===== config.mk =====
export PLATFORM = sky130hd
export DESIGN_NAME = dhcp_option_extractor_unit
export DESIGN_NICKNAME = d
export VERILOG_FILES = /design/src/dhcpoe_pkg.sv /design/src/dhcpoe_in_reg.sv /design/src/dhcpoe_parser.sv /design/src/dhcp_option_extractor_unit.sv
export SDC_FILE = /design/constraint.sdc
export NUM_CORES = 1
export LEC_CHECK = 0
export BUFFER_PORTS_ARGS = -buffer_cell sky130_fd_sc_hd__buf_4
export CAP_MARGIN = 40
export CORE_MARGIN = 10
export CORE_UTILIZATION = 61
export CTS_BUF_LIST = sky130_fd_sc_hd__clkbuf_8
export CTS_CLUSTER_DIAMETER = 30
export DETAILED_ROUTE_END_ITERATION = 7
export PLACE_DENSITY = 0.82
export SLEW_MARGIN = 20
export SYNTH_ARGS = -nofsm -noshare
export SYNTH_HDL_FRONTEND = slang
export SYNTH_SLANG_ARGS = --single-unit

===== constraint.sdc =====
create_clock -name clock -period 8.9 [get_ports clock]
set_clock_uncertainty 0.15 [all_clocks]
set_input_delay 1.78 -clock clock [delete_from_list [all_inputs] [get_ports clock]]
set_output_delay 1.78 -clock clock [all_outputs]
set_load 0.01 [all_outputs]

===== src/dhcpoe_pkg.sv =====
// ----------------------------------------------------------------------------
// DHCP option extractor package
// Shared request and result types, option codes and status codes.
// ----------------------------------------------------------------------------
`default_nettype none

package dhcpoe_pkg;

   // One byte of the option block.
   typedef struct packed {
      logic [7:0] data_byte;
      logic       block_last;
   } req_type;

   // One parse result, emitted on the last byte of a block.
   typedef struct packed {
      logic [7:0]  message_type;
      logic        message_type_valid;
      logic [31:0] server_ident;
      logic        server_ident_valid;
      logic [31:0] subnet_value;
      logic        subnet_valid;
      logic [31:0] router_addr;
      logic        router_valid;
      logic [31:0] dns_addr;
      logic        dns_valid;
      logic [1:0]  parse_status;
   } rsp_type;

   // A registered byte waiting for the parser.
   typedef struct packed {
      logic    valid;
      req_type req;
   } stage_type;

   typedef enum logic [1:0] {
      PH_CODE  = 2'd0,
      PH_LEN   = 2'd1,
      PH_VALUE = 2'd2,
      PH_DONE  = 2'd3
   } phase_type;

   localparam logic [7:0] OPT_PAD    = 8'd0;
   localparam logic [7:0] OPT_SUBNET = 8'd1;
   localparam logic [7:0] OPT_ROUTER = 8'd3;
   localparam logic [7:0] OPT_DNS    = 8'd6;
   localparam logic [7:0] OPT_TYPE   = 8'd53;
   localparam logic [7:0] OPT_SERVER = 8'd54;
   localparam logic [7:0] OPT_END    = 8'd255;

   localparam logic [2:0] WORD_BYTES = 3'd4;

   localparam logic [1:0] STATUS_END      = 2'd0;
   localparam logic [1:0] STATUS_BOUNDARY = 2'd1;
   localparam logic [1:0] STATUS_TRUNC    = 2'd2;

   // Bit positions in the captured-value flag vector.
   localparam int FLAG_TYPE   = 0;
   localparam int FLAG_SERVER = 1;
   localparam int FLAG_SUBNET = 2;
   localparam int FLAG_ROUTER = 3;
   localparam int FLAG_DNS    = 4;

endpackage

`default_nettype wire


===== src/dhcpoe_in_reg.sv =====
// ----------------------------------------------------------------------------
// DHCP option extractor input register
// Holds one incoming byte until the parser takes it.
// ----------------------------------------------------------------------------
`default_nettype none

module dhcpoe_in_reg (
   input  wire logic                  clock,
   input  wire logic                  reset,
   input  wire logic                  req_valid,
   output logic                       req_stall,
   input  wire dhcpoe_pkg::req_type   req_data,
   input  wire logic                  consume,
   output dhcpoe_pkg::stage_type      stage
);
   import dhcpoe_pkg::*;

   logic    valid_ff, valid_in;
   req_type data_ff, data_in;
   logic    load;

   // The register is refilled whenever it is empty or its byte moves on.
   assign req_stall = valid_ff && !consume;
   assign load      = req_valid && !req_stall;

   always_comb begin
      valid_in = load ? 1'b1 : (valid_ff && !consume);
      data_in  = load ? req_data : data_ff;
   end

   always_ff @(posedge clock) begin
      if (reset) begin
         valid_ff <= 1'b0;
      end else begin
         valid_ff <= valid_in;
      end
      data_ff <= data_in;
   end

   assign stage.valid = valid_ff;
   assign stage.req   = data_ff;

endmodule

`default_nettype wire


===== src/dhcpoe_parser.sv =====
// ----------------------------------------------------------------------------
// DHCP option extractor parser
// Walks code/length/value fields one byte per cycle while fired; holds captures.
// ----------------------------------------------------------------------------
`default_nettype none

module dhcpoe_parser (
   input  wire logic                  clock,
   input  wire logic                  reset,
   input  wire logic                  fire,
   input  wire dhcpoe_pkg::req_type   item,
   output dhcpoe_pkg::rsp_type        result
);
   import dhcpoe_pkg::*;

   phase_type   phase_ff, phase_in;
   logic [7:0]  code_ff, code_in;
   logic [7:0]  left_ff, left_in;
   logic [2:0]  count_ff, count_in;
   logic [31:0] accum_ff, accum_in;
   logic [7:0]  first_ff, first_in;
   logic [7:0]  type_ff, type_in;
   logic [31:0] server_ff, server_in;
   logic [31:0] subnet_ff, subnet_in;
   logic [31:0] router_ff, router_in;
   logic [31:0] dns_ff, dns_in;
   logic [4:0]  flags_ff, flags_in;

   logic [7:0]  left_dec;
   logic        commit;
   logic [1:0]  status;
   logic [7:0]  b;

   assign b = item.data_byte;

   always_comb begin
      phase_in  = phase_ff;
      code_in   = code_ff;
      left_in   = left_ff;
      count_in  = count_ff;
      accum_in  = accum_ff;
      first_in  = first_ff;
      type_in   = type_ff;
      server_in = server_ff;
      subnet_in = subnet_ff;
      router_in = router_ff;
      dns_in    = dns_ff;
      flags_in  = flags_ff;
      commit    = 1'b0;
      left_dec  = (left_ff != 8'd0) ? left_ff - 8'd1 : 8'd0;

      if (fire) begin
         unique case (phase_ff)
            PH_CODE: begin
               if (b == OPT_END) begin
                  phase_in = PH_DONE;
               end else if (b != OPT_PAD) begin
                  code_in  = b;
                  phase_in = PH_LEN;
               end
            end
            PH_LEN: begin
               left_in  = b;
               count_in = 3'd0;
               accum_in = 32'd0;
               phase_in = (b == 8'd0) ? PH_CODE : PH_VALUE;
            end
            PH_VALUE: begin
               if (count_ff < WORD_BYTES) begin
                  accum_in = {accum_ff[23:0], b};
                  count_in = count_ff + 3'd1;
               end
               if (count_ff == 3'd0) begin
                  first_in = b;
               end
               left_in = left_dec;
               if (left_dec == 8'd0) begin
                  commit   = 1'b1;
                  phase_in = PH_CODE;
               end
            end
            PH_DONE: begin
            end
            default: begin
            end
         endcase
      end

      // Store the option that just completed. The message type is the
      // first value byte; the address options need at least four bytes.
      if (commit) begin
         if (code_in == OPT_TYPE) begin
            type_in             = first_in;
            flags_in[FLAG_TYPE] = 1'b1;
         end else if (count_in == WORD_BYTES) begin
            unique case (code_in)
               OPT_SERVER: begin
                  server_in             = accum_in;
                  flags_in[FLAG_SERVER] = 1'b1;
               end
               OPT_SUBNET: begin
                  subnet_in             = accum_in;
                  flags_in[FLAG_SUBNET] = 1'b1;
               end
               OPT_ROUTER: begin
                  router_in             = accum_in;
                  flags_in[FLAG_ROUTER] = 1'b1;
               end
               OPT_DNS: begin
                  dns_in             = accum_in;
                  flags_in[FLAG_DNS] = 1'b1;
               end
               default: begin
               end
            endcase
         end
      end

      unique case (phase_in)
         PH_DONE: status = STATUS_END;
         PH_CODE: status = STATUS_BOUNDARY;
         default: status = STATUS_TRUNC;
      endcase

      result.message_type       = flags_in[FLAG_TYPE] ? type_in : 8'd0;
      result.message_type_valid = flags_in[FLAG_TYPE];
      result.server_ident       = flags_in[FLAG_SERVER] ? server_in : 32'd0;
      result.server_ident_valid = flags_in[FLAG_SERVER];
      result.subnet_value       = flags_in[FLAG_SUBNET] ? subnet_in : 32'd0;
      result.subnet_valid       = flags_in[FLAG_SUBNET];
      result.router_addr        = flags_in[FLAG_ROUTER] ? router_in : 32'd0;
      result.router_valid       = flags_in[FLAG_ROUTER];
      result.dns_addr           = flags_in[FLAG_DNS] ? dns_in : 32'd0;
      result.dns_valid          = flags_in[FLAG_DNS];
      result.parse_status       = status;
   end

   // The last byte of a block returns every register to its reset value.
   always_ff @(posedge clock) begin
      if (reset || (fire && item.block_last)) begin
         phase_ff  <= PH_CODE;
         code_ff   <= 8'd0;
         left_ff   <= 8'd0;
         count_ff  <= 3'd0;
         accum_ff  <= 32'd0;
         first_ff  <= 8'd0;
         type_ff   <= 8'd0;
         server_ff <= 32'd0;
         subnet_ff <= 32'd0;
         router_ff <= 32'd0;
         dns_ff    <= 32'd0;
         flags_ff  <= 5'd0;
      end else begin
         phase_ff  <= phase_in;
         code_ff   <= code_in;
         left_ff   <= left_in;
         count_ff  <= count_in;
         accum_ff  <= accum_in;
         first_ff  <= first_in;
         type_ff   <= type_in;
         server_ff <= server_in;
         subnet_ff <= subnet_in;
         router_ff <= router_in;
         dns_ff    <= dns_in;
         flags_ff  <= flags_in;
      end
   end

endmodule

`default_nettype wire


===== src/dhcp_option_extractor_unit.sv =====
// ----------------------------------------------------------------------------
// DHCP option extractor
// Streaming parser of a DHCP option block with one result per block.
// ----------------------------------------------------------------------------
// The block takes a DHCP option block one byte per request, with block_last
// set on the final byte, and sustains one request every clock cycle unless
// stalled as described below. Each byte lands in an input register, from
// which the parser walks the code, length and value fields and updates its
// captured values; the result of a block is registered in an output register
// and appears on the response channel from it. Pad bytes are skipped, and
// after an end option the remaining bytes are ignored. The message type, the
// server identifier, the subnet mask, the first router and the first DNS
// server are captured when their option lies wholly inside the block, with a
// later instance replacing an earlier one; a value whose valid flag is clear
// reads as zero. The status tells whether the end option was seen, the data
// ran out at an option boundary, or the block ended inside an option. The
// input side only stalls while a block's last byte waits for a response that
// is itself still stalled.
// ----------------------------------------------------------------------------
`default_nettype none

module dhcp_option_extractor_unit (
   input  wire logic                 clock,
   input  wire logic                 reset,
   input  wire logic                 req_valid,
   output logic                      req_stall,
   input  wire dhcpoe_pkg::req_type  req_data,
   output logic                      rsp_valid,
   input  wire logic                 rsp_stall,
   output dhcpoe_pkg::rsp_type       rsp_data
);
   import dhcpoe_pkg::*;

   stage_type stage;
   rsp_type   result;
   logic      out_free;
   logic      fire;
   logic      emit;

   logic      rsp_valid_ff, rsp_valid_in;
   rsp_type   rsp_data_ff, rsp_data_in;

   dhcpoe_in_reg u_in_reg (
      .clock     (clock),
      .reset     (reset),
      .req_valid (req_valid),
      .req_stall (req_stall),
      .req_data  (req_data),
      .consume   (fire),
      .stage     (stage)
   );

   // Ordinary bytes never wait. A last byte waits only while the output
   // register still holds a response that the receiver has not taken.
   assign out_free = !rsp_valid_ff || !rsp_stall;
   assign fire     = stage.valid && (!stage.req.block_last || out_free);
   assign emit     = fire && stage.req.block_last;

   dhcpoe_parser u_parser (
      .clock  (clock),
      .reset  (reset),
      .fire   (fire),
      .item   (stage.req),
      .result (result)
   );

   always_comb begin
      if (emit) begin
         rsp_valid_in = 1'b1;
         rsp_data_in  = result;
      end else begin
         rsp_valid_in = rsp_valid_ff && rsp_stall;
         rsp_data_in  = rsp_data_ff;
      end
   end

   always_ff @(posedge clock) begin
      if (reset) begin
         rsp_valid_ff <= 1'b0;
      end else begin
         rsp_valid_ff <= rsp_valid_in;
      end
      rsp_data_ff <= rsp_data_in;
   end

   assign rsp_valid = rsp_valid_ff;
   assign rsp_data  = rsp_data_ff;

endmodule

`default_nettype wire


; Word level (Yosys, flattened, before mapping)
; Cells that the tools add are included.
[totals]
ff_bits = 356
latch_bits = 0
ram_bits = 0
rom_bits = 0
out_inout_bits = 145
n_memories = 0
[op_classes]
n_addsub = 2
n_mul = 0
n_div = 0
magnitude_cmp = 1
n_eq_ne = 10
shift = 0
n_mux = 53
n_bitwise = 0
n_reduce_logical = 22
[op_table]
columns = operator, count
row1 = $mux W32, 18
row2 = $mux W8, 10
row3 = $pmux W32 S2, 1
row4 = $eq A8 B6 Y1 const B, 2
row5 = $logic_not A8 Y1, 2
row6 = $pmux W8 S2, 1
row7 = $reduce_bool A8 Y1, 2
row8 = $mux W1, 10
row9 = $mux W2, 5
row10 = $eq A8 B1 Y1 const B, 1
row11 = $eq A8 B2 Y1 const B, 1
row12 = $eq A8 B3 Y1 const B, 1
row13 = $eq A8 B8 Y1 const B, 1
row14 = $mux W4, 2
row15 = $sub A8 B1 Y8 const B, 1
row16 = $mux W3, 2
row17 = $pmux W2 S3, 1
row18 = $pmux W3 S2, 1
row19 = $logic_and A1 B1 Y1, 5
row20 = $logic_not A1 Y1, 5
row21 = $mux W5, 1
row22 = $eq A2 B2 Y1 const B, 2
row23 = $logic_not A2 Y1, 2
row24 = $pmux W2 S2, 1
row25 = 8 further kinds, 10

; Depth between registers and ports, before layout
; Gate-level depths: netlist (run 1).
[depth]
word_depth = 10
mapped_depth = 12

; By module
; A second synthesis (run 1) with hierarchy kept.
[unflattened]
hier_cells = 1450
hier_area_um2 = 14219.9
[by_module_without_submodules]
columns = mod, instances, cells_per_inst, area_each_um2, seq_area_each_um2
row1 = dhcpoe_parser, 1, 1286, 9546.7, 4043.9
row2 = dhcp_option_extractor_unit, 1, 150, 4345.4, 4314.1
row3 = dhcpoe_in_reg, 1, 14, 327.8, 290.3

; Worst setup path before layout (run 1)
; OpenSTA, ideal clock, no wires.
[synth_path]
path_type = input to register
startpoint = input rsp_stall
endpoint = register u_parser.code_ff[0]
setup_time_ns = 0.128
t_arrival_ns = 6.730
t_required_ns = 8.622
slack_ns = 1.893
stages = 7
n_path_buf = 3
path_cell_list = nand3_1 -> and3_1 -> or2_2 -> clkbuf_1 -> clkbuf_1 -> buf_1 -> nor2_1
[synth_between]
elab_chain_len = 6
word_cells_on_any_way = 7
classes_between = 1 x mux / 6 x reduce/logical
[synth_lines]
columns = element, line
row1 = start: declaration, dhcp_option_extractor_unit.sv:29  ; input wire logic rsp_stall,
row2 = $logic_not A1 Y1, dhcp_option_extractor_unit.sv:55  ; assign out_free = !rsp_valid_ff || !rsp_stall;
row3 = $logic_or A1 B1 Y1, dhcp_option_extractor_unit.sv:55
row4 = $logic_or A1 B1 Y1, dhcp_option_extractor_unit.sv:56  ; assign fire = stage.valid && (!stage.req.block_last || out_free);
row5 = $logic_and A1 B1 Y1, dhcp_option_extractor_unit.sv:56
row6 = $logic_and A1 B1 Y1, --
row7 = named net emit, dhcp_option_extractor_unit.sv:38  ; logic emit;
row8 = $logic_or A1 B1 Y1, dhcpoe_parser.sv:140  ; if (reset || (fire && item.block_last)) begin
row9 = end signal: assignment, dhcpoe_parser.sv:155  ; code_ff <= code_in;
row10 = end: declaration, dhcpoe_parser.sv:17  ; logic [7:0] code_ff, code_in;
; The timed path passes the listed nets, and every way through them passes these cells.
; A chain may end at the register's enable or synchronous reset.

; Worst setup path after layout (run 1)
[layout_path]
startpoint = input rsp_stall
endpoint = register rsp_data_ff, in the netlist rsp_data[115] (data pin)
[layout_between]
elab_chain_len = 10
word_cells_on_any_way = 19
classes_between = 3 x eq/ne / 12 x mux / 4 x reduce/logical
[layout_lines]
columns = element, line
row1 = $logic_not A1 Y1 (*), dhcp_option_extractor_unit.sv:55
row2 = $logic_or A1 B1 Y1 (*), dhcp_option_extractor_unit.sv:55
row3 = $logic_or A1 B1 Y1 (*), dhcp_option_extractor_unit.sv:56
row4 = $logic_and A1 B1 Y1 (*), dhcp_option_extractor_unit.sv:56
row5 = $mux W8, dhcpoe_parser.sv:52  ; if (fire) begin
row6 = $eq A8 B6 Y1, dhcpoe_parser.sv:96  ; unique case (code_in)
row7 = $mux W32 / $mux W1 (equally long branches), dhcpoe_parser.sv:96
row8 = $mux W32 / $mux W4 (equally long branches), dhcpoe_parser.sv:95  ; end else if (count_in == WORD_BYTES) begin
row9 = $mux W32 / $mux W4 (equally long branches), dhcpoe_parser.sv:92  ; if (code_in == OPT_TYPE) begin
row10 = $mux W32 / $mux W5 (equally long branches), dhcpoe_parser.sv:91  ; if (commit) begin
row11 = end signal: assignment, dhcp_option_extractor_unit.sv:83  ; rsp_data_ff <= rsp_data_in;
row12 = end: declaration, dhcp_option_extractor_unit.sv:41  ; rsp_type rsp_data_ff, rsp_data_in;
; Every way passes the cells marked *; elsewhere a longest branch is shown, timed or not.

==> results.sh, run 1 <==
export IMPL_status="finished clean"
export IMPL_cpMaxStageDelayCell="buf_4"
export IMPL_ff2ff_setup_slack_ns=5.00
export IMPL_dp_hpwl_um=22200
export IMPL_finalSetupViolCount=0
export IMPL_startpoint_type="input pin"
export IMPL_intPower_uw=2640
export IMPL_reg2reg_depth=8
export IMPL_yosysUniqueCellTypes=56
export IMPL_grt_setup_unrepaired="no"
export IMPL_hold_viol_final=0
export IMPL_place_gp_congestion=0.878
export IMPL_coreArea_um2=24300
export IMPL_max_freq_mhz=223
export IMPL_syn_area_um2=15100
export IMPL_synthTopCellsByArea="edfxtp_1, dfxtp_1, mux2i_1"
export IMPL_pwr_share_comb_pct=3.3
export IMPL_io_pins=158
export IMPL_routed_wl_um=35100
export IMPL_r2r_end="rsp_data[115]$_SDFFCE_PN0P_"
export IMPL_rows=57
export IMPL_yosysSeqAreaShare_pct=57.5
export IMPL_antennaDiodeCount=0
export IMPL_drive_gt1_share_pct=21.0
export IMPL_antenna_found_initial=0
export IMPL_slew_headroom_pct=45.4
export IMPL_cts_root_buf="clkbuf_8"
export IMPL_synthArstFlopShare_pct=0
export IMPL_clockPowerShare_pct=45.5
export IMPL_synthFlopType="dfxtp_1"
export IMPL_holdWs_ns=0.307
export IMPL_start_util_pct=61.9
export IMPL_drt_iter0_markers=862
export IMPL_drt_pass1_iterations=6
export IMPL_p_leak_uw=0.00844
export IMPL_cts_buffer_depth=3
export IMPL_powerDensity_nw_per_um2=191
export IMPL_worstHoldPathType="reg2reg"
export IMPL_p_switching_uw=744
export IMPL_die_width_um=177
export IMPL_num_fill_cells=1674
export IMPL_tns_ns=0
export IMPL_yosys_warnings=0
export IMPL_die_y_um=177
export IMPL_min_from="u_parser.router_ff[16]$_SDFF_PP0_"
export IMPL_r2r_start="u_in_reg.stage[4]$_DFFE_PP_"
export IMPL_synthCells=1330
export IMPL_crit_cells=9
export IMPL_clkSinkCount=356
export IMPL_h_tree_depth=2
export IMPL_crit_family="buffers and inverters"
export IMPL_drc=0
export IMPL_worst_pin_slew_ns=0.818
export IMPL_report_final_slew_viol_count=0
export IMPL_maxCapViolations=0
export IMPL_grt_pass1_wl_um=55500
export IMPL_wl_per_cell_um=18.9
export IMPL_portBuffers=157
export IMPL_cts_tree="yes"
export IMPL_cts_hold_buf=0
export IMPL_holdPathStages=2
export IMPL_synth_top_area_share_pct=30.3
export IMPL_final_cell_mix="mux2i_1, nand2_1, dfxtp_1, buf_4, edfxtp_1"
export IMPL_area_delta_synth_final_pct=17.7
export IMPL_postCtsResizedCells=0
export IMPL_antenna_left=0
export IMPL_grt_max_degree=64
export IMPL_clkSlewWorstSetupHoldPaths_ns=0.05
export IMPL_path_buf_inv=3
export IMPL_p_sw_share_pct=21.9
export IMPL_period_needed_ns=4.49
export IMPL_multi_input_area_um2=5810
export IMPL_cts_buffers=59
export IMPL_seq_area_um2=8650
export IMPL_grt_overflow=0
export IMPL_timing_critical_path_arrival_ns=4.72
export IMPL_clock_latency_ns=0.60
export IMPL_place_area_um2=16400
export IMPL_yosys_area_top_type="edfxtp_1"
export IMPL_via_per_inst=5.58
export IMPL_track_usage_pct=21.9
export IMPL_path_max_fanout=38
export IMPL_slowest_delay_ns=0.70
export IMPL_dp_cells=1744
export IMPL_grt_pass1_vias=10300
export IMPL_die_area_um2=31400
export IMPL_final_common_cell="mux2i_1"
export IMPL_finalNonFillerCells=1855
export IMPL_syn_avg_cell_area_um2=11.3
export IMPL_critPathKind="in2reg"
export IMPL_nets=1502
export IMPL_final_cell_area_um2=17700
export IMPL_end_kind="flop"
export IMPL_post_route_period_util_pct=50.5
export IMPL_post_cts_buffers=0
export IMPL_cpMostUsedCell="buf_4"
export IMPL_vias=10300
export IMPL_crit_required_ns=9.13
export IMPL_peakVddDrop_mv=0.147
export IMPL_seqPwrFrac_pct=51.2
export IMPL_crit_chain="buf_4 -> nand3_1 -> nand3_1 -> o311a_1 -> o2111a_1 -> nand4b_1 -> buf_4 -> buf_4 -> mux2i_1"
export IMPL_hold_end="u_parser.router_ff[16]$_SDFF_PP0_"
export IMPL_ys_seq_elements=356
export IMPL_syn_nets=1351
export IMPL_synth_edf_count=152
==> flip-flops by register name (all words and copies together), names as in the netlist <==
register            cells
rsp_data              143
rsp_valid               1
u_in_reg.stage          9
u_in_reg.valid_ff       1
u_parser.accum_ff      32
u_parser.code_ff        8
u_parser.count_ff       3
u_parser.dns_ff        32
u_parser.first_ff       8
u_parser.flags_ff       5
u_parser.left_ff        8
u_parser.phase_ff       2
u_parser.router_ff     32
u_parser.server_ff     32
u_parser.subnet_ff     32
u_parser.type_ff        8
==> Yosys cell counts, types with 5 or more instances <==
cell type and n:
o21ai_0 9, ha_1 8, nor3_1 7, nand3_1 7, mux2_2 8, or3_1 35, a22oi_1 9, and2_1 11
inv_1 46, buf_2 19, clkbuf_1 49, buf_6 9, edfxtp_1 152, mux2i_1 304, nor2_1 38, nand4b_1 5
or2_2 33, buf_4 8, dfxtp_1 204, a21oi_1 14, nand2_1 286
==> worst max path at each step <==
| stage | from | endpoint | slack [ns] |
|---|---|---|---|
| 6_report | rsp_stall | rsp_data[115]$_SDFFCE_PN0P_ | 4.41 |
| 5_1_grt | rsp_stall | rsp_data[105]$_SDFFCE_PN0P_ | 4.24 |
| 4_1_cts | rsp_stall | req_stall | 4.42 |
| 3_5_place_dp | rsp_stall | rsp_data[115]$_SDFFCE_PN0P_ | 3.84 |
| 3_3_place_gp | rsp_stall | u_parser.server_ff[8]$_SDFF_PP0_ | 3.30 |
| 2_1_floorplan | rsp_stall | u_parser.code_ff[0]$_SDFF_PP0_ | 1.89 |
==> cell type report <==
type | count | area share (%)
clock buffers | 65 | 5.05
clock inverters | 46 | 2.31
inverters | 46 | 0.974
multi-input cells | 840 | 32.8
flip-flops and latches | 356 | 48.8
well taps | 324 | 2.29
repair buffers | 178 | 7.82
==> kinds of logic (layout without fill, tap and decap cells) <==
family | Yosys count | after routing | share of synthesized area, %
adder cells (fa/ha/maj) | 8 | 8 | 0.665
AO/OA/AOI/OAI | 66 | 66 | 3.18
flip-flops | 356 | 356 | 57.5
multiplexers | 312 | 312 | 20.8
buffers and inverters | 134 | 335 | 4.15
XOR/XNOR | 1 | 1 | 0.0582
AND/OR/NAND/NOR | 453 | 453 | 13.7
==> routing by layer <==
| metal | track usage, % | part of all wire (%) | vias up |
|---|---|---|---|
| met5 | 0 | 0 | - |
| met2 | 35.8 | 47 | 388 |
| li1 | - | - | 4947 |
| met3 | 4.97 | 7.4 | 60 |
| met4 | 6.51 | 2.3 | 0 |
| met1 | 28.6 | 43 | 4947 |
==> stage by stage <==
| stage | worst slack, ns | utilization [%] | power [uW] |
|---|---|---|---|
| 4_1_cts | 4.42 | 72.9 | 3410 |
| 3_5_place_dp | 3.84 | 67.5 | 1880 |
| 2_1_floorplan | 1.89 | - | 1830 |
| 3_3_place_gp | 3.30 | 67.2 | 1880 |
| 5_1_grt | 4.24 | 72.9 | 3490 |
| 6_report | 4.41 | 72.9 | 3390 |
==> power groups by stage <==
| stage | combinational (uW) | clock, uW | sequential, uW |
|---|---|---|---|
| CTS | 113 | 1560 | 1730 |
| global route | 123 | 1630 | 1730 |
| floorplan | 58.6 | 0 | 1770 |
| detailed placement | 112 | 0 | 1770 |
| global placement | 107 | 0 | 1770 |
| finish | 112 | 1540 | 1730 |
==> worst register-to-register path: cells and delay by family, from the launching register on <==
family                 cells  cell delay [ns]
muxes                      1             0.39
and+or+nand+nor            4             1.21
buffers and inverters      2             1.15
DFF                        1             0.64
AOI/OAI and AO/OA          1             0.14
Power figures use the tool's default switching activity.
==> run 2, diff against run 1 <==
--- a/config.mk
+++ b/config.mk
@@ -8,11 +8,11 @@
 export BUFFER_PORTS_ARGS = -buffer_cell sky130_fd_sc_hd__buf_4
 export CAP_MARGIN = 40
 export CORE_MARGIN = 10
-export CORE_UTILIZATION = 61
+export CORE_UTILIZATION = 55
 export CTS_BUF_LIST = sky130_fd_sc_hd__clkbuf_8
 export CTS_CLUSTER_DIAMETER = 30
 export DETAILED_ROUTE_END_ITERATION = 7
-export PLACE_DENSITY = 0.82
+export PLACE_DENSITY = 0.78
 export SLEW_MARGIN = 20
 export SYNTH_ARGS = -nofsm -noshare
 export SYNTH_HDL_FRONTEND = slang
==> constraint.sdc (replaced) <==
create_clock -name clock -period 4.11 [get_ports clock]
set_clock_uncertainty 0.15 [all_clocks]
set_input_delay 0.822 -clock clock [delete_from_list [all_inputs] [get_ports clock]]
set_output_delay 0.822 -clock clock [all_outputs]
set_load 0.01 [all_outputs]
==> results.sh, run 2 (synthesis gave the netlist of run 1 again) <==
export IMPL_cts_tree="yes"
export IMPL_peakVddDrop_mv=0.306
export IMPL_cts_buffer_depth=3
export IMPL_post_cts_buffers=0
export IMPL_finalNonFillerCells=1895
export IMPL_period_needed_ns=3.57
export IMPL_worst_pin_slew_ns=0.838
export IMPL_critPathKind="reg2reg"
export IMPL_cts_hold_buf=0
export IMPL_cts_root_buf="clkbuf_8"
export IMPL_timing_critical_path_arrival_ns=3.73
export IMPL_largest_register_ffs=143
export IMPL_p_leak_uw=0.00856
export IMPL_via_per_inst=5.52
export IMPL_status="finished clean"
export IMPL_tns_ns=0
export IMPL_post_route_period_util_pct=86.9
export IMPL_grt_overflow=0
export IMPL_startpoint_type="flop"
export IMPL_coreArea_um2=27000
export IMPL_slew_headroom_pct=44.2
export IMPL_cts_buffers=71
export IMPL_h_tree_depth=3
export IMPL_postCtsResizedCells=0
export IMPL_clock_latency_ns=0.58
export IMPL_finalSetupViolCount=0
export IMPL_antenna_left=0
export IMPL_max_freq_mhz=280
export IMPL_grt_pass1_wl_um=56900
export IMPL_dp_hpwl_um=22800
export IMPL_grt_pass1_vias=10400
export IMPL_place_gp_congestion=0.910
export IMPL_drc=0
export IMPL_powerDensity_nw_per_um2=423
export IMPL_start_util_pct=55.8
export IMPL_grt_setup_unrepaired="no"
export IMPL_worstHoldPathType="in2reg"
export IMPL_routed_wl_um=36100
export IMPL_vias=10500
export IMPL_report_final_slew_viol_count=0
export IMPL_grt_max_degree=137
export IMPL_rows=60
export IMPL_num_fill_cells=2006
export IMPL_dp_cells=1763
export IMPL_drt_iter0_markers=777
export IMPL_final_common_cell="mux2i_1"
export IMPL_drt_pass1_iterations=5
export IMPL_io_pins=158
export IMPL_die_width_um=185
export IMPL_antennaDiodeCount=0
export IMPL_clkSinkCount=356
export IMPL_die_y_um=185
export IMPL_drive_gt1_share_pct=21.9
export IMPL_track_usage_pct=20.9
export IMPL_area_delta_synth_final_pct=19.7
export IMPL_antenna_found_initial=0
export IMPL_end_kind="flop"
export IMPL_portBuffers=157
export IMPL_wl_per_cell_um=19.0
export IMPL_nets=1517
export IMPL_maxCapViolations=0
export IMPL_path_max_fanout=32
export IMPL_hold_viol_final=0
export IMPL_crit_required_ns=4.27
export IMPL_final_cell_mix="mux2i_1, nand2_1, dfxtp_1, buf_4, edfxtp_1"
export IMPL_die_area_um2=34400
export IMPL_clkSlewWorstSetupHoldPaths_ns=0.05
[run 2: cell count changes in the layout (fill, tap and decap cells not counted), sizes merged]
cell and delta:
clkinv +6, clkinvlp +4, bufinv -3, buf +3
clkbuf +13
[run 2: worst paths after layout]
path                                                      end                        startpoint  slack (ns)  depth (start not counted)
worst min register to register  u_parser.dns_ff[1]$_SDFF_PP0_     u_parser.dns_ff[1]$_SDFF_PP0_        0.31                          2
worst max register to register    rsp_data[110]$_SDFFCE_PN0P_  u_parser.left_ff[0]$_SDFFE_PP0P_        0.54                          9
worst min-delay path              u_in_reg.stage[7]$_DFFE_PP_                       req_data[7]        0.27                          1
worst max-delay path              rsp_data[110]$_SDFFCE_PN0P_  u_parser.left_ff[0]$_SDFFE_PP0P_        0.54                          9
[run 2: metrics by stage]
stage / power [uW] / worst slack [ns] / cell area, um^2 / hold slack [ns] / utilization [%]
floorplan: 3960 / 0.519 / 15100 / 0.289 / -
global placement: 4080 / 0.524 / 16500 / 0.295 / 61.2
detailed placement: 4080 / 0.430 / 16500 / 0.302 / 61.4
CTS: 7680 / 0.584 / 18000 / 0.249 / 66.8
global route: 7900 / 0.383 / 18000 / 0.251 / 66.9
finish: 7620 / 0.537 / 18000 / 0.270 / 66.9
[run 2: power breakdown]
| part | leakage [uW] | switching, uW | total (uW) | internal, uW |
|---|---|---|---|---|
| registers | 0.00310 | 37.0 | 3760 | 3720 |
| clock network | 0.000788 | 1570 | 3610 | 2040 |
| logic | 0.00468 | 157 | 248 | 90.4 |
[run 2: worst max-delay path, stage by stage (launching register included)]
cell	delay, ns
dfxtp_1	0.38
inv_1	0.09
ha_1	0.33
nor3b_1	0.38
nand4_1	0.16
a221oi_2	0.33
o2111a_1	0.29
nand4b_1	0.60
buf_12	0.44
mux2i_1	0.15
[run 2: area by class of cell]
cell class	instances	area (um^2)	share of cell area, %
clock buffers	78	1070	5.96
inverters	46	173	0.958
well taps	341	427	2.37
multi-input cells	840	5810	32.2
repair buffers	181	1500	8.31
flip-flops and latches	356	8650	48.0
clock inverters	53	392	2.17
[run 2: layer usage]
metal / track usage, % / up-vias / share of wire, %
met1: 26.5 / 5043 / 42
met3: 5.72 / 62 / 8.1
met2: 33.7 / 368 / 48
met4: 6.96 / 0 / 2.0
li1: - / 4988 / -
met5: 0 / - / 0
==> run 3, diff against run 2 <==
--- a/config.mk
+++ b/config.mk
@@ -13,6 +13,7 @@
 export CTS_CLUSTER_DIAMETER = 30
 export DETAILED_ROUTE_END_ITERATION = 7
 export PLACE_DENSITY = 0.78
+export RECOVER_POWER = 50
 export SLEW_MARGIN = 20
 export SYNTH_ARGS = -nofsm -noshare
 export SYNTH_HDL_FRONTEND = slang
==> results.sh, run 3 (synthesis gave the netlist of run 1 again) <==
export IMPL_status="complete, but fails checks"
export IMPL_violations="max-capacitance violations, max-slew violations"
export IMPL_portBuffers=157
export IMPL_tns_ns=0
export IMPL_seq_area_um2=8650
export IMPL_via_per_inst=5.52
export IMPL_cts_buffers=71
export IMPL_place_gp_congestion=0.910
export IMPL_critPathKind="reg2reg"
export IMPL_vias=10500
export IMPL_slew_headroom_pct=-33.5
export IMPL_antenna_left=0
export IMPL_nets=1517
export IMPL_grt_overflow=0
export IMPL_grt_setup_unrepaired="no"
export IMPL_multi_input_area_um2=5800
export IMPL_drt_pass1_iterations=7
export IMPL_period_needed_ns=3.58
export IMPL_worstHoldPathType="in2reg"
export IMPL_max_freq_mhz=279
export IMPL_holdPathStages=1
export IMPL_grt_pass1_vias=10400
export IMPL_io_pins=158
export IMPL_largest_register_ffs=143
export IMPL_die_y_um=185
export IMPL_cpMaxStageDelayCell="nand4b_1"
export IMPL_postCtsResizedCells=0
export IMPL_cts_root_buf="clkbuf_8"
export IMPL_grt_pass1_wl_um=56900
export IMPL_start_util_pct=55.8
export IMPL_post_cts_buffers=0
export IMPL_crit_required_ns=4.27
export IMPL_path_max_fanout=32
export IMPL_antennaDiodeCount=0
export IMPL_clkSlewWorstSetupHoldPaths_ns=0.06
export IMPL_clockPowerShare_pct=47.6
export IMPL_powerDensity_nw_per_um2=435
export IMPL_coreArea_um2=27000
export IMPL_seqPwrFrac_pct=49.6
export IMPL_slowest_delay_ns=0.59
export IMPL_p_switching_uw=1760
export IMPL_ff2ff_setup_slack_ns=0.53
export IMPL_report_final_slew_viol_count=135
export IMPL_final_cell_mix="mux2i_1, nand2_1, dfxtp_1, edfxtp_1, clkbuf_1"
export IMPL_antenna_found_initial=0
export IMPL_num_fill_cells=2113
export IMPL_reg2reg_depth=9
export IMPL_drive_gt1_share_pct=12.5
export IMPL_drc=0
export IMPL_startpoint_type="flop"
export IMPL_routed_wl_um=36100
export IMPL_clkSinkCount=356
export IMPL_worst_pin_slew_ns=2.00
export IMPL_dp_hpwl_um=22800
export IMPL_track_usage_pct=20.9
export IMPL_p_leak_uw=0.00802
export IMPL_crit_chain="inv_1 -> ha_1 -> nor3b_1 -> nand4_1 -> a221oi_2 -> o2111a_1 -> nand4b_1 -> buf_12 -> mux2i_1"
export IMPL_finalSetupViolCount=0
export IMPL_rows=60
export IMPL_grt_max_degree=137
export IMPL_hold_viol_final=0
export IMPL_die_area_um2=34400
export IMPL_p_sw_share_pct=23.2
export IMPL_h_tree_depth=3
export IMPL_cts_hold_buf=0
export IMPL_maxCapViolations=1
export IMPL_final_common_cell="mux2i_1"
export IMPL_cts_tree="yes"
export IMPL_area_delta_synth_final_pct=15.9
export IMPL_wl_per_cell_um=19.1
export IMPL_drt_iter0_markers=867
export IMPL_timing_critical_path_arrival_ns=3.74
export IMPL_end_kind="flop"
export IMPL_holdWs_ns=0.294
export IMPL_pwr_share_comb_pct=2.9
export IMPL_peakVddDrop_mv=0.305
export IMPL_cts_buffer_depth=3
export IMPL_post_route_period_util_pct=87.2
export IMPL_intPower_uw=5830
export IMPL_die_width_um=185
export IMPL_clock_latency_ns=0.58
## run 3: cell types whose count changed in the layout (fill, tap and decap cells not counted), sizes merged
cell	delta
clkbuf	+155
buf	-155
## run 3: critical path: cells and delay by family (launching register included)
family	cells	cell delay (ns)
simple gates	3	1.13
flops	1	0.38
compound gates	2	0.64
buf+inv	2	0.53
mux	1	0.15
fa+ha+maj	1	0.33
## run 3: area by class of cell
| cell class | count | share of cell area [%] |
|---|---|---|
| flip-flops and latches | 356 | 49.6 |
| multi-input cells | 840 | 33.3 |
| clock buffers | 78 | 6.16 |
| repair buffers | 181 | 5.31 |
| well taps | 341 | 2.45 |
| clock inverters | 53 | 2.25 |
| inverters | 46 | 0.990 |
## run 3: path summary, 6_finish.rpt
check | startpoint | to
setup / recovery | u_parser.left_ff[0]$_SDFFE_PP0P_ | rsp_data[110]$_SDFFCE_PN0P_
hold / removal | req_data[7] | u_in_reg.stage[7]$_DFFE_PP_
setup reg to reg | u_parser.left_ff[0]$_SDFFE_PP0P_ | rsp_data[110]$_SDFFCE_PN0P_
hold reg to reg | u_parser.dns_ff[1]$_SDFF_PP0_ | u_parser.dns_ff[1]$_SDFF_PP0_
## run 3: power by group through the flow
stage               clock network (uW)  logic, uW  registers (uW)
floorplan                            0        127            3830
global placement                     0        245            3830
detailed placement                   0        249            3830
CTS                               3670        249            3760
global route                      3870        241            3760
finish                            3610        219            3760
## run 3: metrics by stage
step                      total power, uW  util (%)  worst slack (ns)  std cells  area [um^2]
after floorplan                      3960         -             0.519       1330        15100
after global placement               4080      61.2             0.524       1760        16500
after detailed placement             4080      61.4             0.430       1763        16500
after CTS                            7680      66.8             0.584       1894        18000
after global routing                 7870      64.7             0.272       1895        17400
final                                7590      64.7             0.527       1895        17400
## run 3: metal layers
metal	GRT usage, %	vias to the layer above	routed length [um]
li1	-	4998	-
met1	26.5	5039	15300
met5	0	-	0
met2	33.7	357	17300
met3	5.72	66	2820
met4	6.96	0	714
